`src/rtl/mh_pkg.sv`:
```
// Shared types and constants for the magnetometer heading unit.
// No dependencies; imported by every module of the block.
package mh_pkg;

  // Angle accumulator: 2^-16 degree units, holds +-190 degrees with margin
  localparam int ZW = 26;
  // Full circle in 1/64 degree units
  localparam logic [14:0] ANGLE_FULL = 15'd23040;
  // Quarter turn in accumulator units
  localparam logic signed [ZW-1:0] QUARTER_TURN = 26'sd5898240;
  // Rounding offset and shift from 2^-16 to 1/64 degree
  localparam logic signed [ZW-1:0] ROUND_HALF = 26'sd512;
  localparam int ROUND_SHIFT = 10;
  localparam int TABLE_LEN = 24;

  localparam logic [14:0] REF_RESET = 15'd0;
  localparam logic [14:0] WINDOW_RESET = 15'd1920;  // 30 degrees

  // Register index, taken from paddr[2]
  localparam logic REG_REFERENCE = 1'b0;
  localparam logic REG_WINDOW = 1'b1;

  typedef struct packed {
    logic [14:0] reference_heading;
    logic [14:0] goal_window;
  } cfg_t;

  // atan(2^-i) in 2^-16 degree units
  function automatic logic signed [ZW-1:0] atan_tab(input int idx);
    logic signed [ZW-1:0] v;
    v = '0;
    unique case (idx)
      0: v = 26'sd2949120;
      1: v = 26'sd1740967;
      2: v = 26'sd919879;
      3: v = 26'sd466945;
      4: v = 26'sd234379;
      5: v = 26'sd117304;
      6: v = 26'sd58666;
      7: v = 26'sd29335;
      8: v = 26'sd14668;
      9: v = 26'sd7334;
      10: v = 26'sd3667;
      11: v = 26'sd1833;
      12: v = 26'sd917;
      13: v = 26'sd458;
      14: v = 26'sd229;
      15: v = 26'sd115;
      16: v = 26'sd57;
      17: v = 26'sd29;
      18: v = 26'sd14;
      19: v = 26'sd7;
      20: v = 26'sd4;
      21: v = 26'sd2;
      22: v = 26'sd1;
      default: v = '0;
    endcase
    return v;
  endfunction

endpackage

```
`src/rtl/mh_finish.sv`:
```
// Rounds and wraps the angle, then forms the flipped heading and the
// goal-window flag in the output register. Depends on mh_pkg.
module mh_finish (
  input  logic                          clk,
  input  logic                          rst_n,
  input  logic                          vld_i,
  output logic                          rdy_o,
  input  logic signed [mh_pkg::ZW-1:0]  z_i,
  input  logic                          zero_i,
  input  mh_pkg::cfg_t                  cfg,
  output logic                          out_valid,
  input  logic                          out_stall,
  output logic [14:0]                   out_heading_out,
  output logic                          out_on_goal
);
  import mh_pkg::*;

  localparam int AW = ZW - ROUND_SHIFT;

  logic                 en_a, en_b;
  logic                 vld_a_r, vld_b_r;
  logic signed [ZW-1:0] z_rnd;
  logic signed [AW-1:0] a_s;
  logic signed [AW:0]   a_wrap;
  logic [14:0]          a_nxt, a_r;
  logic [14:0]          head_nxt, head_r;
  logic signed [15:0]   diff;
  logic [15:0]          diff_abs;
  logic                 face_nxt, face_r;

  assign en_b = !vld_b_r || !out_stall;
  assign en_a = !vld_a_r || en_b;
  assign rdy_o = en_a;

  // round half up to 1/64 degree, then wrap negatives by a full turn
  assign z_rnd = (zero_i ? '0 : z_i) + ROUND_HALF;
  assign a_s = AW'(z_rnd >>> ROUND_SHIFT);
  assign a_wrap = a_s[AW-1] ? ((AW+1)'(a_s) + $signed({1'b0, ANGLE_FULL}))
                            : (AW+1)'(a_s);
  assign a_nxt = a_wrap[14:0];

  // no wrap at 0/360 in the window compare
  assign diff = $signed({1'b0, a_r}) - $signed({1'b0, cfg.reference_heading});
  assign diff_abs = diff[15] ? 16'(-diff) : 16'(diff);
  assign face_nxt = diff_abs <= {1'b0, cfg.goal_window};
  assign head_nxt = ANGLE_FULL - a_r;

  always_ff @(posedge clk) begin
    if (!rst_n) begin
      vld_a_r <= 1'b0;
      vld_b_r <= 1'b0;
    end else begin
      if (en_a) vld_a_r <= vld_i;
      if (en_b) vld_b_r <= vld_a_r;
    end
  end

  always_ff @(posedge clk) begin
    if (en_a && vld_i) begin
      a_r <= a_nxt;
    end
    if (en_b && vld_a_r) begin
      head_r <= head_nxt;
      face_r <= face_nxt;
    end
  end

  assign out_valid = vld_b_r;
  assign out_heading_out = head_r;
  assign out_on_goal = face_r;

endmodule

```
`config.mk`:
```
export PLATFORM = sky130hd
export DESIGN_NAME = mh_finish
export DESIGN_NICKNAME = d
export VERILOG_FILES = /design/src/rtl/mh_pkg.sv /design/src/rtl/mh_finish.sv
export SDC_FILE = /design/constraint.sdc
export NUM_CORES = 1
export LEC_CHECK = 0
export BUFFER_PORTS_ARGS = -buffer_cell sky130_fd_sc_hd__buf_2
export CORE_ASPECT_RATIO = 0.6
export CORE_MARGIN = 2
export CORE_UTILIZATION = 25
export CTS_CLUSTER_DIAMETER = 30
export DETAILED_ROUTE_END_ITERATION = 8
export PLACE_DENSITY = 0.54
export SYNTH_ARGS = -nofsm -noshare
export SYNTH_HDL_FRONTEND = slang
export SYNTH_SLANG_ARGS = --single-unit
```
`constraint.sdc`:
```
create_clock -name clk -period 4.45 [get_ports clk]
set_clock_uncertainty 0.15 [all_clocks]
set_input_delay 0.2225 -clock clk [delete_from_list [all_inputs] [get_ports clk]]
set_output_delay 0.2225 -clock clk [all_outputs]
set_load 0.05 [all_outputs]
```
[Word-level counts from Yosys, hierarchy flattened]
Cells that the tools add are included.
Storage, ports and cells
  latch bits: 0
  logic and storage cells: 21
  memories kept: 0
  output and inout port bits: 18
  RAM bits: 0
  memory bits (read-only): 0
  flip-flop bits (word level): 33
Operators by class
  bitwise logic cells: 0
  shift-type cells: 0
  multipliers: 0
  $add $sub $neg: 5
  div/mod/pow operators: 0
  equal/unequal tests: 0
  reductions and logical operators: 7
  multiplexer cells: 3
  order comparisons: 1
Operators with widths (count)
  26-bit by 10-bit adder with 26-bit output (second input constant): 1
  26-bit 2-to-1 mux: 1
  16-bit by 15-bit <= comparator with 1-bit output: 1
  16-bit 2-to-1 mux: 1
  16-bit negation: 1
  15-bit by 15-bit subtractor with 16-bit output: 1
  15-bit adder (second input constant): 1
  15-bit 2-to-1 mux: 1
  15-bit subtractor (first input constant): 1
  1-bit zero test: 3
  1-bit logical AND: 2
  1-bit logical OR: 2

[Logic depth before layout (Yosys ltp)]
Gate-level depths: netlist (run 1).
  depth in word-level cells: 4
  mapped depth: 20
  mapped depth without buffers: 19

[Worst setup path after synthesis (run 1)]
OpenSTA, ideal clock, no wires.
  path type: register to register
  start: reg a_r[6]
  end: reg face_r (netlist: out_on_goal) (data pin)
  library setup time: 0.160 ns
  arrival time: 3.784 ns
  slack: 0.356 ns
  stages on the path, launching flop included: 20
  clock period less this slack: 4.094 ns
  path buffers: 1
  data required time: 4.140 ns
  path through: edfxtp_1 > ha_1 > a21o_1 > or3_4 > o211a_4 > nor4_4 > o21bai_2 > a31o_1 > buf_6 > a21oi_2 > xnor2_1 > ha_1 > a21o_1 > a21o_1 > a21o_1 > a21oi_1 > nor2b_1 > o21ai_0 > a21oi_1 > a41oi_1
Between the ends
  cells in the longest elaborated chain, start to end: 4
RTL lines
  start: declaration: line mh_finish.sv:25  | logic [14:0] a_nxt, a_r;
  start signal: assignment: line mh_finish.sv:60  | a_r <= a_nxt;
  15-bit by 15-bit subtractor with 16-bit output *: line mh_finish.sv:43  | assign diff = $signed({1'b0, a_r}) - $signed({1'b0, cfg.reference_heading});
  16-bit negation: line mh_finish.sv:44  | assign diff_abs = diff[15] ? 16'(-diff) : 16'(diff);
  16-bit 2-to-1 mux *: line mh_finish.sv:44
  16-bit by 15-bit <= comparator with 1-bit output *: line mh_finish.sv:45  | assign face_nxt = diff_abs <= {1'b0, cfg.goal_window};
  via face_nxt: line mh_finish.sv:29  | logic face_nxt, face_r;
  end signal: assignment: line mh_finish.sv:64  | face_r <= face_nxt;
  end: declaration: line mh_finish.sv:29
The timed path passes the listed nets; every way through them passes the cells marked *.
A chain may end at the register's enable or synchronous reset.

[Worst setup path after layout (run 1)]
Same ends and word-level chain as after synthesis.

==> results of run 1 <==
==> metrics by stage <==
stage                     hold slack (ns)  instances  setup slack [ns]   util
after detailed placement            0.314        624             0.170  0.305
final                              0.0266        633             0.240  0.319
after CTS                          0.0221        632             0.130  0.316
after global placement              0.299        624             0.158  0.305
after global routing               0.0554        633           0.00346  0.319
after floorplan                     0.201        380             0.356      -
==> sequential cells by signal, summed over array words and instances, names as in the netlist <==
register	flops
a_r	15
out_heading_out	15
out_on_goal	1
out_valid	1
vld_a_r	1
==> synthesized netlist by cell type (2+ instances only) <==
library cell / number
nor2b_1: 8
o21ai_0: 10
nand2b_1: 9
xor2_1: 21
a31o_2: 3
nor3_1: 9
nand4_1: 9
o211ai_1: 6
edfxtp_1: 31
dfxtp_1: 2
o21ai_1: 3
a211oi_1: 3
clkbuf_1: 4
and3_1: 5
nand3b_1: 4
nand2_1: 22
a21o_1: 9
or3_1: 2
a21oi_1: 17
a21oi_2: 4
nor4_1: 7
a21boi_0: 3
o31ai_1: 2
ha_1: 34
xnor2_1: 29
o21a_1: 2
and2_1: 6
nor2_1: 35
inv_1: 38
nand3_1: 14
==> cell type report <==
type | count | area (um^2)
Multi-Input combinational cell | 304 | 2250
Inverter | 38 | 143
Timing Repair Buffer | 80 | 428
Clock inverter | 2 | 10.0
Tap cell | 170 | 213
Clock buffer | 6 | 129
Fill cell | 1394 | 8830
Sequential cell | 33 | 971
==> worst paths after layout <==
| path | from | endpoint | slack [ns] |
|---|---|---|---|
| worst max register to register | a_r[6]$_DFFE_PP_ | out_on_goal$_DFFE_PP_ | 0.24 |
| worst min-delay path | rst_n | out_valid$_SDFFE_PN0P_ | 0.03 |
| worst max-delay path | a_r[6]$_DFFE_PP_ | out_on_goal$_DFFE_PP_ | 0.24 |
| worst min register to register | vld_a_r$_SDFFE_PN0N_ | out_valid$_SDFFE_PN0P_ | 0.37 |
==> where the power goes <==
group / internal [W] / switching (W)
Sequential: 0.000372 / 0.0000154
Clock: 0.000205 / 0.000124
Combinational: 0.000245 / 0.000332
Total: 0.000822 / 0.000471
==> worst max-delay path, stage by stage, from the launching register on <==
cell	delay, ns
edfxtp_1	0.39
ha_1	0.30
a21o_1	0.19
or3_4	0.34
o211a_4	0.26
nor4_4	0.22
o21bai_2	0.13
a31oi_2	0.39
nand2_1	0.11
xor2_1	0.16
ha_1	0.29
a21o_1	0.18
a21o_1	0.17
a21oi_1	0.12
o21ai_0	0.14
a21oi_1	0.16
a21oi_1	0.10
a41oi_2	0.21
==> what timing repair did <==
action / CTS / global route
gates resized for setup: 0 / 8
buffers inserted: 0 / 1
endpoints found under the setup margin: 0 / 1
==> per-layer routing <==
layer | vias to the layer above | share of wire
li1 | 1530 | -
met1 | 1339 | 0.56
met2 | 61 | 0.39
met3 | 2 | 0.050
met4 | 0 | 0.0046
met5 | - | 0
==> logic make-up after synthesis <==
family / after synthesis
buf+inv: 43
compound gates: 77
flops: 33
fa+ha+maj: 35
xor+xnor: 50
mux: 1
simple gates: 141
==> run summary, run 1 <==
Status: complete, no violations
First-pass GRT wire length: 13.4 mm
Detailed Route WL: 8.31 mm
Post-synthesis cell type count: 59
Worst-skew pair later-pin latency: 0.28 ns
Core area: 0.0130 mm^2
Synth Area in Compound Gates: 0.168
Ant diodes: 0
Yosys warnings: 0
Critical Path RT: 4.41 ns
Global route hottest layer: met1
Vias in the first global route: 2789
Crit path kind: flip-flop to flip-flop
Sequential-to-total area share from yosys stat: 0.290
Hold path depth: 2
Area of placed instances: 0.00396 mm^2
Synthesized instance count: 380
Via density: 4.63
# setup viols final: 0
CTS tree: yes
Final GP Congestion: 0.805
Crit-path max FO: 6
Period utilization: 0.946
Nets@finish: 558
Max transition margin: 0.467
Die Y: 93.7 um
Synth Register Bits: 33
ANT nets after route: 0
Hold-fix buffers, CTS: 0
Async S/R FF share, synth: 0
Share of layout cells above drive strength 1: 0.244
Pwr Total: 0.00129 W
Multiplexer share of the synthesized area: 0.00336
Finished Cell Area: 0.00414 mm^2
IO Port Bufs: 69
VDD IR max: 0.120 mV
Tot GR Track Use: 0.117
Worst Hold Class: primary input to flip-flop
DR iter-0 viols: 173
Clk slew on worst S/H paths: 0.05 ns
Met1 Track Usage GR: 0.176
Post-synth EDFFs: 31
Area contributors post-synth: edfxtp_1 28%, ha_1 13%, xnor2_1 7.6%
# DRC: 0
Initial antenna violation count: 0
Post-Route Setup TNS: 0 ns
Die area: 0.0144 mm^2
Total gr overflow: 0
M2 GR Usage: 0.166
Area grow syn2layout: 23.6%
Leak: 1.83 nW
GRT met3 Usage: 0.0346
Die X: 153 um
Largest family of logic cells by synthesized area: simple AND/OR/NAND/NOR gates
Hold Fails Final Rpt: 0
# rows: 32
Synth Area in Adders: 0.133
Top cell type's share of synthesized area: 0.278
Top_reg_cell synth: edfxtp_1
Area of the mapped netlist: 0.00335 mm^2
R2r worst-path depth: 17
Slew Limit Fails: 0
Mapped Avg Cell Area: 8.82 um^2
PwrDens: 312 mW/mm^2
Largest net degree at the start of global routing: 23
Hpwl dp: 6.94 mm
Actual slew at the worst max-slew pin: 0.794 ns
Commonest non-fill, non-tap cell in the layout: buf_2
CTS Sinks: 33
First drt pass iteration count: 4
Via count: 2932
Minimum clock period after layout: 4.21 ns
Simple-gate share of the synthesized area: 0.225
Root Driver: clkbuf_16
Most frequent cells in the layout: 69 x buf_2, 38 x inv_1, 35 x nor2_1
Most area-hungry cell type in the Yosys netlist: edfxtp_1
Top-Level Pins: 79
CTS Buffer Depth: 2
Synthesized net count: 476
Drt wl/cell: 13.1 um
H-tree depth: 2
CP Capture Type: flip-flop
Initial Util: 0.258
Xor and xnor area share after synthesis: 0.131
Critical Path AT: 4.17 ns
Total of max-cap violations: 0
Critical Path Start Type: flip-flop
RSZ-0062 raised after global routing: false
Cts bufs inserted: 5
Peak Freq: 238 MHz
Power figures use the tool's default switching activity.
==> run 2, diff against run 1 <==
- CORE_UTILIZATION: 25 -> 55
- PLACE_DENSITY: 0.54 -> 0.92
==> run summary, run 2 (synthesized netlist as in run 1, its figures left out) <==
Status: complete, no violations (unchanged)
Critical Path AT: 4.11 ns (was 4.17 ns)
DR iter-0 viols: 192 (was 173)
Leak: 1.81 nW (was 1.83 nW)
IO Port Bufs: 69 (unchanged)
Max transition margin: 0.422 (was 0.467)
Actual slew at the worst max-slew pin: 0.861 ns (was 0.794 ns)
Hold path depth: 2 (unchanged)
CTS Buffer Depth: 2 (unchanged)
# rows: 21 (was 32)
Area grow syn2layout: 19.3% (was 23.6%)
Final GP Congestion: 0.895 (was 0.805)
ANT nets after route: 0 (unchanged)
Period utilization: 0.932 (was 0.946)
Initial Util: 0.585 (was 0.258)
# setup viols final: 0 (unchanged)
Crit-path max FO: 9 (was 6)
Placed cell count: 531 (was 624)
Drt wl/cell: 15.0 um (was 13.1 um)
Largest net degree at the start of global routing: 23 (unchanged)
Hold-fix buffers, CTS: 0 (unchanged)
Root Driver: clkbuf_8 (was clkbuf_16)
Core area: 0.00573 mm^2 (was 0.0130 mm^2)
Die X: 105 um (was 153 um)
CTS Sinks: 33 (unchanged)
PwrDens: 303 mW/mm^2 (was 312 mW/mm^2)
Nets@finish: 557 (was 558)
Via density: 5.57 (was 4.63)
Die area: 0.00676 mm^2 (was 0.0144 mm^2)
Top-Level Pins: 79 (unchanged)
Tot GR Track Use: 0.240 (was 0.117)
Commonest non-fill, non-tap cell in the layout: buf_2 (unchanged)
Hpwl dp: 6.46 mm (was 6.94 mm)
R2r worst-path depth: 19 (was 17)
Vias in the first global route: 2826 (was 2789)
Worst Hold Class: primary input to flip-flop (unchanged)
First drt pass iteration count: 4 (unchanged)
Post-Route Setup TNS: 0 ns (unchanged)
Total gr overflow: 0 (unchanged)
Share of layout cells above drive strength 1: 0.242 (was 0.244)
# DRC: 0 (unchanged)
Most frequent cells in the layout: 69 x buf_2, 38 x inv_1, 35 x nor2_1 (unchanged)
Critical Path RT: 4.41 ns (about the same)
CTS tree: yes (unchanged)
Via count: 3018 (was 2932)
Die Y: 64.5 um (was 93.7 um)
Total of max-cap violations: 0 (unchanged)
Clk slew on worst S/H paths: 0.07 ns (was 0.05 ns)
Critical Path Start Type: flip-flop (unchanged)
Fin cells: 542 (was 633)
Peak Freq: 241 MHz (was 238 MHz)
First-pass GRT wire length: 13.0 mm (was 13.4 mm)
Worst-skew pair later-pin latency: 0.29 ns (was 0.28 ns)
Area of the multi-input gates: 0.00226 mm^2 (was 0.00225 mm^2)
Hold Fails Final Rpt: 0 (unchanged)
Crit path kind: flip-flop to flip-flop (unchanged)
H-tree depth: 2 (unchanged)
CP Capture Type: flip-flop (unchanged)
VDD IR max: 0.177 mV (was 0.120 mV)
Initial antenna violation count: 0 (unchanged)
Slew Limit Fails: 0 (unchanged)
Minimum clock period after layout: 4.15 ns (was 4.21 ns)
Cts bufs inserted: 5 (unchanged)
Detailed Route WL: 8.13 mm (was 8.31 mm)
FF+latch area: 971 um^2 (unchanged)
Ant diodes: 0 (unchanged)
Final-layout fill cell count: 490 (was 1394)
[run 2: worst paths after layout]
path	slack (ns)	endpoint	startpoint
setup / recovery	0.30	out_on_goal$_DFFE_PP_	a_r[6]$_DFFE_PP_
hold / removal	0.04	out_valid$_SDFFE_PN0P_	rst_n
setup reg to reg	0.30	out_on_goal$_DFFE_PP_	a_r[6]$_DFFE_PP_
hold reg to reg	0.38	out_valid$_SDFFE_PN0P_	vld_a_r$_SDFFE_PN0N_
[run 2: layout make-up]
cell class                      instances  area share
Clock buffer                            7      0.0241
Clock inverter                          1     0.00125
Inverter                               38      0.0357
Multi-Input combinational cell        304       0.566
Sequential cell                        33       0.243
Tap cell                               80      0.0250
Timing Repair Buffer                   79       0.105
[run 2: repair_timing]
action / 4_1_cts / 5_1_grt
gates resized for setup: 0 / 9
setup buffers: 0 / 3
endpoints found under the setup margin: 0 / 1
[run 2: through the flow]
stage                     cell area, um^2   util  hold WS, ns  worst slack [ns]  power [W]
final                                4000  0.698       0.0376             0.303    0.00121
after global routing                 4000  0.698       0.0577           -0.0143    0.00129
after CTS                            3930  0.685       0.0326             0.160    0.00119
after detailed placement             3820  0.668        0.326             0.215   0.000942
after global placement               3820  0.668        0.307             0.312   0.000915
after floorplan                      3350      -        0.201             0.356   0.000811
[run 2: power breakdown]
part           leakage (nW)  internal, W  switching, W
combinational          1.44     0.000243      0.000334
clock                0.0542     0.000140      0.000109
sequential            0.317     0.000371     0.0000157
total                  1.81     0.000754      0.000459
[run 2: worst max-delay path, stage by stage (launching register included)]
cell and delay [ns]:
edfxtp_1 0.39, ha_1 0.30, a21o_1 0.19, or3_4 0.34
o211a_4 0.27, nor4_4 0.19, o21bai_2 0.14, a31o_1 0.27
buf_4 0.20, nor2_1 0.09, a21oi_1 0.05, ha_1 0.29
nor2b_1 0.14, o21ai_0 0.14, nand2b_1 0.07, a21oi_1 0.16
o21ai_0 0.14, a21oi_1 0.18, a21oi_1 0.09, a41oi_1 0.19
[run 2: metal layers]
metal / GRT usage / part of all wire / vias to the layer above
met5: 0 / 0 / -
met3: 0.0513 / 0.073 / 9
met2: 0.419 / 0.46 / 130
li1: - / - / 1526
met1: 0.317 / 0.46 / 1353
met4: 0.0300 / 0.0080 / 0
==> run 3, diff against run 2 <==
- CAP_MARGIN: not set -> 20
- CORE_ASPECT_RATIO: 0.6 -> not set
==> run summary, run 3 (synthesized netlist as in run 1, its figures left out) <==
Critical Path Start Type: flip-flop (unchanged)
Worst-skew pair later-pin latency: 0.28 ns (was 0.29 ns)
First drt pass iteration count: 4 (unchanged)
Share of layout cells above drive strength 1: 0.228 (was 0.242)
First-pass GRT wire length: 11.2 mm (was 13.0 mm)
Largest net degree at the start of global routing: 23 (unchanged)
Slowest CP cell: edfxtp_1 (unchanged)
Core area: 0.00592 mm^2 (was 0.00573 mm^2)
Largest stage delay on the critical path: 0.44 ns (was 0.39 ns)
Hpwl dp: 5.84 mm (was 6.46 mm)
Top-Level Pins: 79 (unchanged)
# DRC: 0 (unchanged)
Status: complete, no violations (unchanged)
CTS tree: yes (unchanged)
ANT nets after route: 0 (unchanged)
Hold Fails Final Rpt: 0 (unchanged)
Finished Cell Area: 0.00393 mm^2 (was 0.00400 mm^2)
Peak Freq: 241 MHz (about the same)
# setup viols final: 0 (unchanged)
Slew Limit Fails: 0 (unchanged)
Area grow syn2layout: 17.1% (was 19.3%)
Final-layout fill cell count: 481 (was 490)
Area of placed instances: 0.00382 mm^2 (about the same)
Worst path cell trace: ha_1 > a21o_1 > or3_4 > o211a_4 > nor4_4 > o21bai_2 > a31o_1 > buf_4 > a21oi_2 > xor2_1 > ha_1 > a21o_1 > a21o_1 > a21o_1 > a21oi_1 > nor2b_1 > o21ai_1 > a21oi_1 > a41oi_1 (was ha_1 > a21o_1 > or3_4 > o211a_4 > nor4_4 > o21bai_2 > a31o_1 > buf_4 > nor2_1 > a21oi_1 > ha_1 > nor2b_1 > o21ai_0 > nand2b_1 > a21oi_1 > o21ai_0 > a21oi_1 > a21oi_1 > a41oi_1)
# rows: 28 (was 21)
Ant diodes: 0 (unchanged)
CP Capture Type: flip-flop (unchanged)
Period utilization: 0.934 (was 0.932)
Layout Utilization: 0.663 (was 0.698)
Most frequent cells in the layout: 69 x buf_2, 38 x inv_1, 35 x nor2_1 (unchanged)
Cts bufs inserted: 5 (unchanged)
Root Driver: clkbuf_8 (unchanged)
Die Y: 82.1 um (was 64.5 um)
PwrDens: 294 mW/mm^2 (was 303 mW/mm^2)
Die X: 82.1 um (was 105 um)
Initial Util: 0.566 (was 0.585)
Detailed Route WL: 6.95 mm (was 8.13 mm)
Final GP Congestion: 0.877 (was 0.895)
WP buf/inv: 1 (unchanged)
Total gr overflow: 0 (unchanged)
Clk slew on worst S/H paths: 0.06 ns (was 0.07 ns)
Max transition margin: 0.556 (was 0.422)
Crit path kind: flip-flop to flip-flop (unchanged)
DR iter-0 viols: 129 (was 192)
RSZ-0062 raised after global routing: false
Post-Route Setup TNS: 0 ns (unchanged)
Worst Hold Class: primary input to flip-flop (unchanged)
Crit-path max FO: 9 (unchanged)
Minimum clock period after layout: 4.16 ns (was 4.15 ns)
Via density: 5.58 (was 5.57)
Total of max-cap violations: 0 (unchanged)
Commonest non-fill, non-tap cell in the layout: buf_2 (unchanged)
Critical Path AT: 4.12 ns (was 4.11 ns)
Drt wl/cell: 13.0 um (was 15.0 um)
Actual slew at the worst max-slew pin: 0.655 ns (was 0.861 ns)
Leak: 1.78 nW (was 1.81 nW)
Nets@finish: 556 (was 557)
Via count: 2991 (was 3018)
Hold-fix buffers, CTS: 0 (unchanged)
Cell mode on critical path: a21o_1 (was a21oi_1)
IO Port Bufs: 69 (unchanged)
CTS Sinks: 33 (unchanged)
Vias in the first global route: 2858 (was 2826)
VDD IR max: 0.169 mV (was 0.177 mV)
CTS Buffer Depth: 2 (unchanged)
Initial antenna violation count: 0 (unchanged)
H-tree depth: 2 (unchanged)
Critical Path RT: 4.41 ns (about the same)
Crit path max-delay family: compound AO/OA/AOI/OAI gates (unchanged)
Tot GR Track Use: 0.213 (was 0.240)
Die area: 0.00673 mm^2 (was 0.00676 mm^2)
==> run 3: repair_timing <==
item / CTS / global route
setup buffers: 0 / 1
resized for setup: 0 / 3
setup endpoints to repair: 0 / 1
==> run 3: final cells by class <==
| type | count | area, um^2 | share of cell area |
|---|---|---|---|
| Multi-Input combinational cell | 304 | 2230 | 0.567 |
| Sequential cell | 33 | 971 | 0.247 |
| Timing Repair Buffer | 78 | 413 | 0.105 |
| Inverter | 38 | 143 | 0.0363 |
| Tap cell | 75 | 93.8 | 0.0239 |
| Clock buffer | 8 | 80.1 | 0.0204 |
==> run 3: report_power, final <==
group          switching [W]  internal (W)
clock network      0.0000962      0.000111
registers          0.0000149      0.000371
logic               0.000320      0.000240
==> run 3: layer usage <==
metal / vias to the layer above / part of all wire / track usage
met5: - / 0 / 0
met4: 0 / 0.023 / 0.103
met3: 14 / 0.040 / 0.0319
met2: 76 / 0.54 / 0.419
met1: 1378 / 0.40 / 0.216
li1: 1523 / - / -
==> run 3: worst paths after layout <==
check                           depth (start not counted)  slack, ns                     end            startpoint
worst min register to register                          2       0.37  out_valid$_SDFFE_PN0P_  vld_a_r$_SDFFE_PN0N_
worst min-delay path                                    2       0.02  out_valid$_SDFFE_PN0P_                 rst_n
worst max-delay path                                   19       0.29   out_on_goal$_DFFE_PP_      a_r[6]$_DFFE_PP_
worst max register to register                         19       0.29   out_on_goal$_DFFE_PP_      a_r[6]$_DFFE_PP_
==> run 3: per-stage QoR <==
step | hold slack, ns | setup slack (ns) | total power [W] | instances
finish | 0.0216 | 0.292 | 0.00115 | 536
global route | 0.0316 | 0.0313 | 0.00123 | 536
CTS | 0.0180 | 0.158 | 0.00115 | 535
detailed placement | 0.318 | 0.179 | 0.000943 | 527
global placement | 0.293 | 0.237 | 0.000914 | 527
floorplan | 0.201 | 0.356 | 0.000811 | 380
==> run 3: worst reg2reg max path: cells and delay by family, from the launching register on <==
family / cells / cell delay, ns
buffers and inverters: 1 / 0.19
flip-flops: 1 / 0.44
XOR/XNOR: 1 / 0.08
AO/OA/AOI/OAI: 12 / 2.03
AND/OR/NAND/NOR: 3 / 0.58
adder cells (fa/ha/maj): 2 / 0.50
